`src/hw/rtl/dmsc_pkg.sv`:
```
`default_nettype none
// ============================================================================
// dmsc_pkg
// Shared types and constants of the Bayer demosaic block.
// ============================================================================
package dmsc_pkg;

    localparam int MAX_WIDTH_DEF = 1024;
    localparam int PIX_W         = 16;
    localparam int FW_W          = 11;
    localparam int FH_W          = 16;
    localparam int CFG_W         = 16;
    localparam int ROW_W         = FH_W + 1;

    localparam int DIV_NUM_W     = 35;
    localparam int DIV_DEN_W     = 20;
    localparam int WGT_W         = 17;
    localparam int DSUM_W        = 19;
    localparam int PROD_W        = WGT_W + PIX_W;

    localparam logic [DIV_NUM_W-1:0] WGT_NUMER = 35'h0_FFFF_0000;

    typedef enum logic [1:0] {
        CFG_WIDTH,
        CFG_HEIGHT,
        CFG_PATTERN,
        CFG_EDGE
    } t_cfg_idx;

    typedef enum logic [1:0] {
        PAT_RGGB,
        PAT_BGGR,
        PAT_GRBG,
        PAT_GBRG
    } t_pattern;

    typedef enum logic [1:0] {
        SITE_RED,
        SITE_BLUE,
        SITE_GRN_RROW,
        SITE_GRN_BROW
    } t_site;

    typedef enum logic {
        F_IDLE,
        F_READ
    } t_fstate;

    typedef enum logic [2:0] {
        B_IDLE,
        B_START,
        B_DIV_W,
        B_MUL,
        B_ACC,
        B_FSTART,
        B_DIV_F,
        B_DONE
    } t_bstate;

    typedef struct packed {
        logic [PIX_W-1:0] mosaic_pixel;
        logic             drain;
    } t_in;

    typedef struct packed {
        logic [PIX_W-1:0] red;
        logic [PIX_W-1:0] green;
        logic [PIX_W-1:0] blue;
        logic             frame_end;
    } t_out;

    typedef struct packed {
        t_site                 site;
        logic [PIX_W-1:0]      center;
        logic [3:0][PIX_W-1:0] orth;
        logic [3:0][PIX_W-1:0] diag;
        logic                  frame_end;
    } t_job;

endpackage
`default_nettype wire

```
`src/hw/rtl/dmsc_queue.sv`:
```
`default_nettype none
// ============================================================================
// dmsc_queue
// Two-entry job queue between the window front end and the interpolator.
// ============================================================================
module dmsc_queue
    import dmsc_pkg::*;
(
    input  wire logic i_clk,
    input  wire logic i_rst_n,
    input  wire logic i_push,
    input  wire t_job i_job,
    output logic      o_full,
    input  wire logic i_pop,
    output logic      o_empty,
    output t_job      o_job
);

    t_job       r_mem [2];
    logic       r_wp;
    logic       r_rp;
    logic [1:0] r_cnt;

    assign o_full  = r_cnt == 2'd2;
    assign o_empty = r_cnt == 2'd0;
    assign o_job   = r_mem[r_rp];

    always_ff @(posedge i_clk) begin
        if (!i_rst_n) begin
            r_wp  <= 1'b0;
            r_rp  <= 1'b0;
            r_cnt <= 2'd0;
        end else begin
            if (i_push) begin
                r_wp <= ~r_wp;
            end
            if (i_pop) begin
                r_rp <= ~r_rp;
            end
            if (i_push && !i_pop) begin
                r_cnt <= r_cnt + 2'd1;
            end else if (i_pop && !i_push) begin
                r_cnt <= r_cnt - 2'd1;
            end
        end
    end

    always_ff @(posedge i_clk) begin
        if (i_push) begin
            r_mem[r_wp] <= i_job;
        end
    end

endmodule
`default_nettype wire

```
`config.mk`:
```
export PLATFORM = sky130hd
export DESIGN_NAME = dmsc_queue
export DESIGN_NICKNAME = d
export VERILOG_FILES = /design/src/hw/rtl/dmsc_pkg.sv /design/src/hw/rtl/dmsc_queue.sv
export SDC_FILE = /design/constraint.sdc
export NUM_CORES = 1
export LEC_CHECK = 0
export ABC_AREA = 1
export ABC_CLOCK_PERIOD_IN_PS = 7400
export BUFFER_PORTS_ARGS = -buffer_cell sky130_fd_sc_hd__buf_2
export CAP_MARGIN = 10
export CORE_MARGIN = 10
export CORE_UTILIZATION = 49
export CTS_BUF_LIST = sky130_fd_sc_hd__clkbuf_8
export DETAILED_ROUTE_END_ITERATION = 16
export GPL_ROUTABILITY_DRIVEN = 0
export GPL_TIMING_DRIVEN = 0
export PLACE_DENSITY = 0.86
export SYNTH_ARGS = -nofsm -noshare
export SYNTH_HDL_FRONTEND = slang
export SYNTH_SLANG_ARGS = --single-unit
export TNS_END_PERCENT = 20
```
`constraint.sdc`:
```
create_clock -name i_clk -period 7.4 [get_ports i_clk]
set_clock_uncertainty 0.2 [all_clocks]
set_input_delay 0.37 -clock i_clk [delete_from_list [all_inputs] [get_ports i_clk]]
set_output_delay 0.37 -clock i_clk [all_outputs]
set_load 0.03 [all_outputs]
```
---- Yosys cells after proc, flatten, opt, wreduce, memory -nomap -nowiden ----
Memory sizes are Yosys's and may differ from the RTL's. A register that Yosys moved wholly into a read port is not among the register bits.
Cells that the tools add are included.
storage, ports and cells
  flip-flop bits (word level) ............. 4
  latch bits .............................. 0
  memory bits (writable) .................. 294
  ROM bits ................................ 0
  input port bits ......................... 151
  word-level logic and storage cells ...... 21
  memories ................................ 1
cells by class
  $add $sub $neg .......................... 2
  multipliers ............................. 0
  divide/modulo/power cells ............... 0
  magnitude comparators ................... 0
  equality and inequality tests ........... 1
  shift-type cells ........................ 0
  mux-type cells .......................... 6
  bitwise logic cells ..................... 2
  reduce and logical (&&, ||, !) cells .... 6
memory list
  memory  depth  width  read ports  clocked after Yosys merged registers in  write ports  RTL line          RTL
  r_mem   2      147    1           1                                        1            dmsc_queue.sv:19  t_job r_mem [2];
operators by type and width
  kind                                               number
  2-to-1 mux 1 bit                                   4
  2-to-1 mux 2 bit                                   2
  adder 2 x 1 -> 2 bit (second input constant)       1
  == test 2 bit (second input constant)              1
  logical AND 1 bit                                  2
  logical NOT 1 bit                                  2
  logical NOT 2 bit                                  1
  inverter 1 bit                                     2
  nonzero test 2 bit                                 1
  subtractor 2 x 1 -> 2 bit (second input constant)  1

---- Depth between registers and ports, before layout ----
  depth in word-level cells ............... 4
  mapped depth ............................ 8

---- Worst setup path before layout ----
No wires, ideal clock.
  path type ............................... input to register
  from .................................... in i_push
  to ...................................... mem r_mem[0][0] (netlist bit), enable pin
  library setup time ...................... 659 ps
  arrival ................................. 6557 ps
  data required time ...................... 6541 ps
  setup slack ............................. -16 ps
  stages .................................. 2
  buffers on the path ..................... 0
  cells stage by stage .................... inv_1 nor2_1
between the ends
  longest elaborated chain between the ends .. 2
RTL lines
  what                                    RTL line          RTL
  from (decl)                             dmsc_queue.sv:11  input wire logic i_push,
  2-to-1 mux 1 bit                        dmsc_queue.sv:49  if (i_push) begin
  2-to-1 mux 1 bit (implied by the code)  dmsc_queue.sv:50  r_mem[r_wp] <= i_job;
  to (decl)                               dmsc_queue.sv:19
No other way between the ends.

==> metrics.txt <==
CP Max Fanout 10; pwr dens 251 mW/mm2; vias in the first global route 7364; synth top area cells edfxtp_1 (81%), mux2_2 (15%), buf_6 (1.6%), dfxtp_1 (0.92%), nor2_1 (0.31%); Clk Latency, worst-skew pair 0.55 ns; multi-input logic area 0.00176 mm2; initial core utilization 49.9%; Commonest cells post-synth edfxtp_1 (294), mux2_2 (147), buf_6 (15), nor2_1 (9); final hold viol count 0; dpl cell area 0.0129 mm2; Fill cells 1312; CTS H-tree lvls 2; WL/cell 21.3 um; part of the power in registers 51.8%; Primary FF master, synth edfxtp_1; Tmin final 2.49 ns; P_leak 5.92 nW; startpoint types register; ys async rst share 0%; Max Slew Vio Count 0; Die Y 169 um; Synth-to-Final Area Change 40.0%; Tightest Pin Transition 1.00 ns; share of cells above drive strength 1 51.0%; Cell Area, Synth 0.0109 mm2; kind of critical path reg -> out; DRT iter0 DRCs 376; largest net degree at the start of global routing 82; # nets final 1147; final instance area 0.0152 mm2; power consumption 3.83 mW; Inst Count DP 1077; first-pass GRT wire length 42.1 mm; DRC Markers 0; Logic pwr share 14.5%; Setup-failing EPs final 0; final cycle utilization of the critical path 33.7%; I/O pins 300; Crit. End Element output pin; Worst IR Drop VDD 195 uV; CTS Root Cell clkbuf_8; Fmax achieved 401 MHz; setup TNS 0 ns; flops & latches, synth 299; non-filler cells, final 1310; clock buffer depth 3; Tot GR Track Use 18.7%; Net Sw Frac 25.2%; max cap viols 0; clk sink count 299; syn avg cell area 22.1 um2; die area 0.0286 mm2; unrepaired setup endpoints after global routing no; Yosys warnings 0; post-synth top area share 81.1%; area of the core 0.0218 mm2; CTS Buf Count 46; worst endpoint required time 6.83 ns; status finished, final reports clean; standard-cell rows 54; worst hold margin 0.0833 ns; Sw Pwr 0.966 mW; top-count cell post-synth edfxtp_1; Die W 169 um; Distinct cells, synth 13; DP HPWL 16.7 mm; CTS tree yes; clock slew at reported path FFs 0.07 ns; antenna violations before repair 3; post-synthesis instance total 492; Final ANT Viol Nets 0; Power Internal 2.86 mW; Routed Wire Length 27.9 mm; Avg Vias per Cell 4.96; EDFF count, synth 294; DR vias 6499; Hold Path Class in -> reg; post-synth top area cell edfxtp_1; Net Count, Synth 644; Slew headroom 33.1%; crit path DAT 1.92 ns; input/output buffers 299; power share of the clock group 33.7%; Pre-antenna DRT Iters 5; register area share after synthesis 82.0%; grt total ovfl 0; sequential cell area 0.00893 mm2
-- layout by cell type (no fill, tap or decap) --
| cell type | instances |
|---|---|
| inv_6 | 1 |
| inv_1 | 28 |
| a21oi_1 | 1 |
| buf_12 | 3 |
| dfxtp_1 | 5 |
| ha_1 | 1 |
| nand4_1 | 1 |
| buf_6 | 15 |
| dlygate4sd3_1 | 150 |
| o21ai_0 | 1 |
| buf_2 | 300 |
| diode_2 | 2 |
| nand3_1 | 1 |
| buf_16 | 3 |
| clkinv_1 | 6 |
| nand2_1 | 8 |
| nor2_4 | 1 |
| edfxtp_1 | 294 |
| clkbuf_8 | 49 |
| nor2_1 | 8 |
| bufinv_16 | 2 |
| clkinv_2 | 3 |
| mux2_2 | 147 |
-- state kept, by name, indices dropped and copies added, names as in the netlist, named ones only --
signal / count
r_mem: 294
r_cnt: 2
r_rp: 1
r_wp: 1
-- layer usage --
metal	track usage, %	vias to the layer above	routed length (um)
met5	0	-	7
met2	34.0	284	14800
li1	-	2952	-
met1	20.1	3209	10100
met3	6.18	52	2200
met4	6.27	2	674
-- kinds of logic (layout without fill, tap and decap cells) --
family / count (synthesis) / count (layout) / share of synthesized area, %
other cells: 0 / 2 / 0
compound gates: 2 / 2 / 0.0919
fa+ha+maj: 1 / 1 / 0.115
simple gates: 19 / 19 / 0.690
mux: 147 / 147 / 15.2
buf+inv: 24 / 560 / 1.87
flops: 299 / 299 / 82.0
-- layout make-up --
| cell class | instances | share of cell area, % |
|---|---|---|
| tap | 280 | 2.30 |
| clock inverter | 32 | 1.16 |
| buffer | 16 | 1.14 |
| sequential | 299 | 58.6 |
| timing repair buffer | 455 | 20.6 |
| multi-input combinational | 169 | 11.5 |
| antenna | 2 | 0.0328 |
| clock buffer | 49 | 4.42 |
| inverter | 8 | 0.230 |
-- power groups by stage --
stage          logic (mW)  clock network [mW]  registers (mW)
2_1_floorplan       0.309                   0            2.02
3_3_place_gp        0.463                   0            2.03
3_5_place_dp        0.486                   0            2.02
4_1_cts             0.553                1.30            1.98
5_1_grt             0.586                1.39            1.99
6_report            0.555                1.29            1.99
-- stage by stage --
step | setup WS, ns | util [%]
2_1_floorplan | 2.55 | -
3_3_place_gp | 0.349 | 58.4
3_5_place_dp | 5.03 | 59.1
4_1_cts | 4.86 | 69.8
5_1_grt | 4.83 | 69.9
6_report | 4.91 | 69.9
-- final timing paths --
| kind | end | slack, ns | cells after the start | startpoint |
|---|---|---|---|---|
| max reg2reg | r_mem[0][92] | 5.22 | 3 | r_wp |
| max | o_job[62] | 4.91 | 4 | register |
| min reg2reg | register | 0.32 | 2 | r_rp |
| min | r_cnt[0] | 0.08 | 3 | i_push |
-- critical path: stages (launching register included) --
cell	delay, ns
dfxtp_1	0.38
buf_6	0.24
buf_6	0.20
mux2_2	0.35
buf_2	0.19
-- timing repair --
action	4_1_cts	5_1_grt
hold buffers	150	0
endpoints found under the hold margin	299	0
resized for setup	0	0
setup buffers	0	0
(Power assumes the default switching activity.)
