[src/hw/rtl/dmsc_pkg.sv]
`default_nettype none
// ============================================================================
// dmsc_pkg
// Shared types and constants of the Bayer demosaic block.
// ============================================================================
package dmsc_pkg;

    localparam int MAX_WIDTH_DEF = 1024;
    localparam int PIX_W         = 16;
    localparam int FW_W          = 11;
    localparam int FH_W          = 16;
    localparam int CFG_W         = 16;
    localparam int ROW_W         = FH_W + 1;

    localparam int DIV_NUM_W     = 35;
    localparam int DIV_DEN_W     = 20;
    localparam int WGT_W         = 17;
    localparam int DSUM_W        = 19;
    localparam int PROD_W        = WGT_W + PIX_W;

    localparam logic [DIV_NUM_W-1:0] WGT_NUMER = 35'h0_FFFF_0000;

    typedef enum logic [1:0] {
        CFG_WIDTH,
        CFG_HEIGHT,
        CFG_PATTERN,
        CFG_EDGE
    } t_cfg_idx;

    typedef enum logic [1:0] {
        PAT_RGGB,
        PAT_BGGR,
        PAT_GRBG,
        PAT_GBRG
    } t_pattern;

    typedef enum logic [1:0] {
        SITE_RED,
        SITE_BLUE,
        SITE_GRN_RROW,
        SITE_GRN_BROW
    } t_site;

    typedef enum logic {
        F_IDLE,
        F_READ
    } t_fstate;

    typedef enum logic [2:0] {
        B_IDLE,
        B_START,
        B_DIV_W,
        B_MUL,
        B_ACC,
        B_FSTART,
        B_DIV_F,
        B_DONE
    } t_bstate;

    typedef struct packed {
        logic [PIX_W-1:0] mosaic_pixel;
        logic             drain;
    } t_in;

    typedef struct packed {
        logic [PIX_W-1:0] red;
        logic [PIX_W-1:0] green;
        logic [PIX_W-1:0] blue;
        logic             frame_end;
    } t_out;

    typedef struct packed {
        t_site                 site;
        logic [PIX_W-1:0]      center;
        logic [3:0][PIX_W-1:0] orth;
        logic [3:0][PIX_W-1:0] diag;
        logic                  frame_end;
    } t_job;

endpackage
`default_nettype wire

[src/hw/rtl/dmsc_div.sv]
`default_nettype none
// ============================================================================
// dmsc_div
// Restoring unsigned divider, one quotient bit per cycle.
// ============================================================================
module dmsc_div
    import dmsc_pkg::*;
(
    input  wire logic                 i_clk,
    input  wire logic                 i_rst_n,
    input  wire logic                 i_start,
    input  wire logic [DIV_NUM_W-1:0] i_numer,
    input  wire logic [DIV_DEN_W-1:0] i_denom,
    output logic                      o_done,
    output logic      [DIV_NUM_W-1:0] o_quot
);

    localparam int CNT_W = $clog2(DIV_NUM_W + 1);

    logic                 r_busy;
    logic                 r_done;
    logic [CNT_W-1:0]     r_cnt;
    logic [DIV_DEN_W-1:0] r_rem;
    logic [DIV_NUM_W-1:0] r_quo;
    logic [DIV_DEN_W-1:0] r_den;
    logic [DIV_DEN_W:0]   trial;
    logic                 fits;

    assign trial  = {r_rem, r_quo[DIV_NUM_W-1]};
    assign fits   = trial >= {1'b0, r_den};
    assign o_done = r_done;
    assign o_quot = r_quo;

    always_ff @(posedge i_clk) begin
        if (!i_rst_n) begin
            r_busy <= 1'b0;
            r_done <= 1'b0;
            r_cnt  <= '0;
        end else begin
            r_done <= 1'b0;
            if (i_start) begin
                r_busy <= 1'b1;
                r_cnt  <= CNT_W'(DIV_NUM_W);
            end else if (r_busy) begin
                r_cnt <= r_cnt - CNT_W'(1);
                if (r_cnt == CNT_W'(1)) begin
                    r_busy <= 1'b0;
                    r_done <= 1'b1;
                end
            end
        end
    end

    always_ff @(posedge i_clk) begin
        if (i_start) begin
            r_rem <= '0;
            r_quo <= i_numer;
            r_den <= i_denom;
        end else if (r_busy) begin
            r_rem <= fits ? DIV_DEN_W'(trial - {1'b0, r_den}) : trial[DIV_DEN_W-1:0];
            r_quo <= {r_quo[DIV_NUM_W-2:0], fits};
        end
    end

endmodule
`default_nettype wire

[src/hw/rtl/dmsc_back.sv]
`default_nettype none
// ============================================================================
// dmsc_back
// Interpolates the two missing colors of each job, by rounded mean or by
// difference-weighted mean, and holds the finished pixel in an output register.
// ============================================================================
module dmsc_back
    import dmsc_pkg::*;
(
    input  wire logic i_clk,
    input  wire logic i_rst_n,
    input  wire logic i_edge,
    input  wire logic i_empty,
    input  wire t_job i_job,
    output logic      o_pop,
    output logic      o_valid,
    input  wire logic i_ready,
    output t_out      o_data
);

    t_bstate r_state, n_state;

    logic                 r_op;
    logic [1:0]           r_i;
    logic [DIV_NUM_W-1:0] r_num;
    logic [DSUM_W-1:0]    r_den;
    logic [PROD_W-1:0]    r_prod;
    logic [1:0][PIX_W-1:0] r_res;
    logic                 r_ovalid;
    t_out                 r_out;

    logic                 green;
    logic                 last_i;
    logic [PIX_W-1:0]     p;
    logic [PIX_W-1:0]     diff;
    logic [DIV_DEN_W-1:0] dval;
    logic [DIV_NUM_W-1:0] wnum;
    logic [DIV_NUM_W-1:0] fnum;
    logic                 div_start;
    logic [DIV_NUM_W-1:0] div_numer;
    logic [DIV_DEN_W-1:0] div_denom;
    logic                 div_done;
    logic [DIV_NUM_W-1:0] div_quot;
    logic                 load;
    logic [17:0]          s_cross;
    logic [17:0]          s_diag;
    logic [17:0]          s_h;
    logic [17:0]          s_v;
    logic [PIX_W-1:0]     bil0;
    logic [PIX_W-1:0]     bil1;
    t_out                 pix;

    always_comb begin
        green  = (i_job.site == SITE_GRN_RROW) || (i_job.site == SITE_GRN_BROW);
        last_i = green ? (r_i == 2'd1) : (r_i == 2'd3);
        if (!r_op) begin
            p = i_job.orth[r_i];
        end else if (green) begin
            p = i_job.orth[{1'b1, r_i[0]}];
        end else begin
            p = i_job.diag[r_i];
        end
        diff = (i_job.center > p) ? (i_job.center - p) : (p - i_job.center);
        dval = DIV_DEN_W'(65535) + DIV_DEN_W'({diff, 3'b000}) + DIV_DEN_W'({diff, 1'b0});
        wnum = WGT_NUMER + DIV_NUM_W'(dval >> 1);
        fnum = r_num + DIV_NUM_W'(r_den >> 1);
    end

    always_comb begin
        s_h     = 18'(i_job.orth[0]) + 18'(i_job.orth[1]);
        s_v     = 18'(i_job.orth[2]) + 18'(i_job.orth[3]);
        s_cross = s_h + s_v;
        s_diag  = 18'(i_job.diag[0]) + 18'(i_job.diag[1])
                + 18'(i_job.diag[2]) + 18'(i_job.diag[3]);
        bil0    = green ? PIX_W'((s_h + 18'd1) >> 1) : PIX_W'((s_cross + 18'd2) >> 2);
        bil1    = green ? PIX_W'((s_v + 18'd1) >> 1) : PIX_W'((s_diag + 18'd2) >> 2);
    end

    always_comb begin
        n_state = r_state;
        case (r_state)
            B_IDLE: begin
                if (!i_empty) begin
                    n_state = i_edge ? B_START : B_DONE;
                end
            end
            B_START:  n_state = B_DIV_W;
            B_DIV_W: begin
                if (div_done) begin
                    n_state = B_MUL;
                end
            end
            B_MUL:    n_state = B_ACC;
            B_ACC:    n_state = last_i ? B_FSTART : B_START;
            B_FSTART: n_state = B_DIV_F;
            B_DIV_F: begin
                if (div_done) begin
                    n_state = r_op ? B_DONE : B_START;
                end
            end
            B_DONE: begin
                if (load) begin
                    n_state = B_IDLE;
                end
            end
            default: n_state = B_IDLE;
        endcase
    end

    always_comb begin
        div_start = (r_state == B_START) || (r_state == B_FSTART);
        div_numer = (r_state == B_FSTART) ? fnum : wnum;
        div_denom = (r_state == B_FSTART) ? DIV_DEN_W'(r_den) : dval;
        load      = (r_state == B_DONE) && (!r_ovalid || i_ready);
        o_pop     = load;
        o_valid   = r_ovalid;
        o_data    = r_out;
    end

    always_comb begin
        pix.frame_end = i_job.frame_end;
        case (i_job.site)
            SITE_RED: begin
                pix.red   = i_job.center;
                pix.green = r_res[0];
                pix.blue  = r_res[1];
            end
            SITE_BLUE: begin
                pix.blue  = i_job.center;
                pix.green = r_res[0];
                pix.red   = r_res[1];
            end
            SITE_GRN_RROW: begin
                pix.green = i_job.center;
                pix.red   = r_res[0];
                pix.blue  = r_res[1];
            end
            default: begin
                pix.green = i_job.center;
                pix.blue  = r_res[0];
                pix.red   = r_res[1];
            end
        endcase
    end

    dmsc_div u_div (
        .i_clk   (i_clk),
        .i_rst_n (i_rst_n),
        .i_start (div_start),
        .i_numer (div_numer),
        .i_denom (div_denom),
        .o_done  (div_done),
        .o_quot  (div_quot)
    );

    always_ff @(posedge i_clk) begin
        if (!i_rst_n) begin
            r_state  <= B_IDLE;
            r_ovalid <= 1'b0;
        end else begin
            r_state <= n_state;
            if (load) begin
                r_ovalid <= 1'b1;
            end else if (i_ready) begin
                r_ovalid <= 1'b0;
            end
        end
    end

    always_ff @(posedge i_clk) begin
        case (r_state)
            B_IDLE: begin
                r_op     <= 1'b0;
                r_i      <= 2'd0;
                r_num    <= '0;
                r_den    <= '0;
                r_res[0] <= bil0;
                r_res[1] <= bil1;
            end
            B_DIV_W: begin
                if (div_done) begin
                    r_prod <= div_quot[WGT_W-1:0] * p;
                    r_den  <= r_den + DSUM_W'(div_quot[WGT_W-1:0]);
                end
            end
            B_MUL: begin
                r_num <= r_num + DIV_NUM_W'(r_prod);
            end
            B_ACC: begin
                if (!last_i) begin
                    r_i <= r_i + 2'd1;
                end
            end
            B_DIV_F: begin
                if (div_done) begin
                    r_res[r_op] <= div_quot[PIX_W-1:0];
                    r_op        <= 1'b1;
                    r_i         <= 2'd0;
                    r_num       <= '0;
                    r_den       <= '0;
                end
            end
            B_DONE: begin
                if (load) begin
                    r_out <= pix;
                end
            end
            default: begin
            end
        endcase
    end

endmodule
`default_nettype wire

[config.mk]
export PLATFORM = sky130hd
export DESIGN_NAME = dmsc_back
export DESIGN_NICKNAME = d
export VERILOG_FILES = /design/src/hw/rtl/dmsc_pkg.sv /design/src/hw/rtl/dmsc_div.sv /design/src/hw/rtl/dmsc_back.sv
export SDC_FILE = /design/constraint.sdc
export NUM_CORES = 2
export LEC_CHECK = 0
export BUFFER_PORTS_ARGS = -buffer_cell sky130_fd_sc_hd__buf_2
export CAP_MARGIN = 15
export CORE_MARGIN = 2
export CORE_UTILIZATION = 51
export DETAILED_ROUTE_END_ITERATION = 16
export PLACE_DENSITY = 0.7
export SLEW_MARGIN = 20
export SYNTH_ARGS = -nofsm -noshare
export SYNTH_HDL_FRONTEND = slang
export SYNTH_HIERARCHICAL = 1
export SYNTH_SLANG_ARGS = --single-unit
[constraint.sdc]
create_clock -name i_clk -period 9.9 [get_ports i_clk]
set_clock_uncertainty 0.1 [all_clocks]
set_input_delay 1.98 -clock i_clk [delete_from_list [all_inputs] [get_ports i_clk]]
set_output_delay 1.98 -clock i_clk [all_outputs]
set_load 0.02 [all_outputs]
# After elaboration in Yosys (flattened, before gate mapping)
# Cells that the tools add are included.
# W data, S select, Z words.
[op_classes]
n_addsub = 21
mul = 1
n_lt_le_gt_ge = 6
eq_ne = 18
mux = 49
bitwise = 2
n_reduce_logical = 23
[ops]
columns = ["cell", "n"]
rows = [
  ["$mux W16", 10],
  ["$pmux W48 S3", 1],
  ["$mux W35", 4],
  ["$pmux W35 S3", 1],
  ["$bmux W16 S2", 2],
  ["$pmux W32 S2", 1],
  ["$mux W19", 3],
  ["$pmux W19 S3", 1],
  ["$add A16 B16 Y17", 3],
  ["$add A18 B2 Y18 const B", 2],
  ["$add A35 B18 Y35", 1],
  ["$add A35 B33 Y35", 1],
  ["$add A17 B1 Y17 const B", 2],
  ["$add A32 B19 Y33 const A", 1],
  ["$mul A17 B16 Y33", 1],
  ["$bwmux W32", 1],
  ["$mux W32", 1],
  ["$sub A16 B16 Y16", 2],
  ["$pmux W3 S8", 1],
  ["$ge A21 B20 Y1", 1],
  ["$mux W3", 7],
  ["$add A16 B19 Y20 const A", 1],
  ["$add A20 B17 Y20", 1],
  ["$mux W20", 1],
  ["38 further kinds", 70],
]
[word_totals]
reg_bits = 258
inputBits = 152
output_inout_bits = 51
elab_cells = 141

# Depth between registers and ports, before layout
[logic_depth]
word_depth = 11
depth_mapped = 37
ltp_nobuf = 32

# Modules after synthesis
# Netlist, hierarchy kept.
[by_module_without_submodules]
columns = ["mod", "instances", "cells_each", "area_per_inst_um2", "seq_area_each_um2"]
rows = [
  ["dmsc_back", 1, 3092, 27617.7, 5215.0],
  ["dmsc_div", 1, 405, 4479.3, 2212.1],
]

# Least setup slack after synthesis
# Ideal clock, no wire load.
[synth_timing]
kind = "in2reg"
from = "input i_job[55] (netlist bit)"
to = "register r_prod[32] (data pin)"
setup_time_ns = 0.260
arrival_time_ns = 8.636
required_time_ns = 9.540
slack_ns = 0.904
cell_stages = 26
n_path_buf = 1
path_cell_list = "mux4_2 -> mux2_2 -> nand2_1 -> o21ai_1 -> clkbuf_1 -> and2_1 -> fa_1 -> inv_1 -> fa_1 -> fa_1 -> inv_1 -> fa_1 -> fa_1 -> inv_1 -> fa_1 -> inv_1 -> ha_1 -> and3_1 -> a221oi_1 -> a31oi_1 -> a211oi_2 -> o311ai_1 -> a211o_1 -> a31o_2 -> a21oi_1 -> xnor2_1"
[synth_via]
elab_chain_len = 5
[synth_rtl]
columns = ["item", "line_no", "source"]
rows = [
  ["start, declared", "dmsc_back.sv:14", "input wire t_job i_job,"],
  ["$bmux W16 S2", "dmsc_back.sv:61", "p = i_job.diag[r_i];"],
  ["$mux W16 (implied by the code)", "dmsc_back.sv:61", ""],
  ["$mux W16", "dmsc_back.sv:58", "end else if (green) begin"],
  ["$mux W16", "dmsc_back.sv:56", "if (!r_op) begin"],
  ["$mul A17 B16 Y33", "dmsc_back.sv:182", "r_prod <= div_quot[WGT_W-1:0] * p;"],
  ["end signal, assigned", "dmsc_back.sv:182", ""],
  ["end, declared", "dmsc_back.sv:27", "logic [PROD_W-1:0] r_prod;"],
]
# Every way passes these cells. The select of a mux whose other input is x is not followed.
# A chain may end at the register's enable or synchronous reset.

# Worst setup path after layout
[layout_timing]
from = "input i_job[6] (netlist bit)"
to = "register r_prod[32] (data pin)"
# Same word-level chain as after synthesis.

==> run_results.csv <==
group,metric,value,unit
clocking,cts_tree,"built",
clocking,cts_root_buffer,"clkbuf_16",
floorplan,core,0.0619,mm²
worst_setup_path,crit_path_max_fanout,14,
sta,period_minus_slack,8.98,ns
clocking,cts_hold_buf,0,
floorplan,start_util,0.518,
status,run_status,"completed",
clocking,clk_pin_slew_worst_paths,0.07,ns
global_routing,grt_pass1_wl,137,mm
worst_setup_path,critPathBufInv,5,
worst_setup_path,critPathKind,"in -> reg",
global_routing,grt_overflow_total,0,
layout,fillers,5647,
yosys,synth_top_area_share,0.211,
global_routing,grt_pass1_vias,25000,
global_routing,grt_max_degree,99,
floorplan,die_w,255,µm
yosys,synthTopCellsByArea,"edfxtp_1 (21%), fa_1 (16%), ha_1 (13%)",
detailed_routing,drtPass1Iterations,6,
floorplan,die_y,255,µm
detailed_routing,ant_nets,0,
job,max-cap-violations,0,
layout,syn_to_final_growth,9.42,%
sta,fin_tns_setup,0,ns
yosys,synth-seq-area-share,0.231,
floorplan,dieArea,0.0650,mm²
detailed_routing,viasPerCell,5.77,
yosys,yosysUniqueCellTypes,91,
global_routing,grt.total_usage,0.270,
detailed_routing,drcViolationCount,0,
layout,fin_util,0.567,
yosys,ys.flop_type,"edfxtp_1",
yosys,syn_nets,4238,
sta,tightestPinTransition,1.21,ns
detailed_routing,wirelength,88.5,mm
placed_design,gp_congestion,0.977,
sta,hold_slack,0.412,ns
yosys,synth_largest_area_cell,"edfxtp_1",
global_routing,antenna_found_initial,2,
detailed_routing,vias,26100,
clocking,post_cts_buffers,0,
worst_setup_path,worst_setup_path_start_kind,"input pin",
sta,rsz0062_at_grt,"false",
sta,max_clock_freq,111,MHz
worst_setup_path,cpMostUsedCell,"fa_1",
placed_design,port_buffers,202,
floorplan,ios,203,
layout,fin_nets,4414,
clocking,cts_buffer_depth,3,
sta,hold_viol,0,
clocking,post_cts_resized,0,
yosys,synth_edf_count,226,
clocking,numCtsBuffers,28,
yosys,ys_seq_elements,258,
worst_setup_path,worstSetupEndpointType,"flip-flop",
yosys,yosys_warnings,6,
clocking,clkSinkCount,258,
worst_setup_path,slowest_delay,0.56,ns
worst_setup_path,critPathArrivalTime,9.18,ns
min_path,hold_path.class,"reg -> reg",
sta,relSlewSlack,0.194,
yosys,async_flop_share,0,
yosys,syn_inst,3497,
worst_setup_path,cp_slowest_cell,"fa_1",
yosys,syn_area_per_cell,9.18,µm²
placed_design,hpwl,71.5,mm
layout,seq_area,0.00743,mm²
detailed_routing,drt_iter0_markers,2003,
worst_setup_path,crit_family,"adder cells",
yosys,synth_area,0.0321,mm²
layout,drive_gt1_frac,0.135,
worst_setup_path,critPathRequiredTime,10.10,ns
floorplan,rows,91,
clocking,worstSkewPairLatency,0.59,ns
sta,finalMaxSlewViolations,0,
clocking,htreeDepth,1,
detailed_routing,wl_per_cell,19.5,µm
layout,multiInputGateArea,0.0226,mm²
sta,setup_viol,0,
sta,fin_crit_sh,0.907,
==> cells by family after synthesis <==
logic type | synth area share
and+or+nand+nor | 0.151
AOI/OAI and AO/OA | 0.143
buffers and inverters | 0.0649
muxes | 0.0638
adders and majority gates | 0.288
xor gates and xnor gates | 0.0584
DFF | 0.231
==> worst paths after layout <==
check                                     start          endpoint  slack (ns)  depth (start not counted)
worst max-delay path                   i_job[6]        r_prod[32]        0.92                         26
worst min-delay path            u_div/r_rem[14]   u_div/r_rem[14]        0.41                          2
worst min register to register  u_div/r_rem[14]   u_div/r_rem[14]        0.41                          2
worst max register to register           r_i[1]  u_div/o_quot[26]        1.08                         30
==> through the flow <==
stage / std cells / area (µm²) / worst slack (ns)
3_5_place_dp: 4480 / 34200 / 0.355
3_3_place_gp: 4480 / 34200 / 0.437
5_1_grt: 4532 / 35100 / 0.594
4_1_cts: 4531 / 35100 / 0.941
2_1_floorplan: 3497 / 32100 / 0.904
6_report: 4533 / 35100 / 0.922
==> tightest hold or removal path, delay by kind of cell (launching register included) <==
kind / cells / cell delay, ns
flops: 1 / 0.32
simple gates: 1 / 0.09
compound gates: 1 / 0.05
==> cells in the mapped netlist, drive strengths merged (9+ instances only) <==
cell,number
edfxtp,226
o21a,27
buf,31
nor2,242
dfxtp,32
a31o,9
mux4,16
a211o,11
ha,340
o21bai,25
o21ai,171
o31ai,16
and2,136
a21oi,206
mux2i,37
xnor2,125
or2,14
o22ai,9
xor2,88
nand4,22
clkbuf,100
fa,249
a31oi,30
nor2b,38
nand2,335
mux2,117
nand3,64
a21o,66
a211oi,44
nor3,52
o211ai,13
nand2b,24
and3,32
inv,406
or3,19
a21boi,15
==> layer usage <==
metal | up-vias | share of wire | track usage
met4 | 2 | 0.035 | 0.0901
li1 | 12400 | - | -
met3 | 153 | 0.059 | 0.0275
met2 | 876 | 0.48 | 0.456
met5 | - | 0.00015 | 0
met1 | 12700 | 0.43 | 0.363
==> final cells by class <==
cell class | instances | share of cell area
tap | 837 | 0.0298
timing repair buffer | 277 | 0.0449
antenna | 2 | 0.000143
clock inverter | 18 | 0.00527
inverter | 407 | 0.0435
multi-input combinational | 2701 | 0.644
sequential | 258 | 0.211
clock buffer | 33 | 0.0208
==> flip-flops by register name, indices dropped and copies added (netlist names) <==
name / cells
u_div/r_rem: 20
u_div/r_cnt: 6
u_div/o_quot: 35
u_div/o_done: 1
r_res: 32
r_den: 19
r_i: 2
r_prod: 33
u_div/r_den: 20
r_op: 1
r_num: 35
o_valid: 1
u_div/r_busy: 1
r_state: 3
o_data: 49
==> cells in the final DEF, fill, tap and decap left out, types with 88 or more instances in the layout <==
cell and n:
fa_1 249, buf_2 201, inv_1 406, edfxtp_1 226, o21ai_0 139, xnor2_1 124, mux2_2 117, nand2_1 335
ha_1 340, a21oi_1 203, xor2_1 88, and2_1 135, nor2_1 241
Power is not shown: default switching activity piles up to over one toggle a cycle in this logic, so the estimate is an artifact.
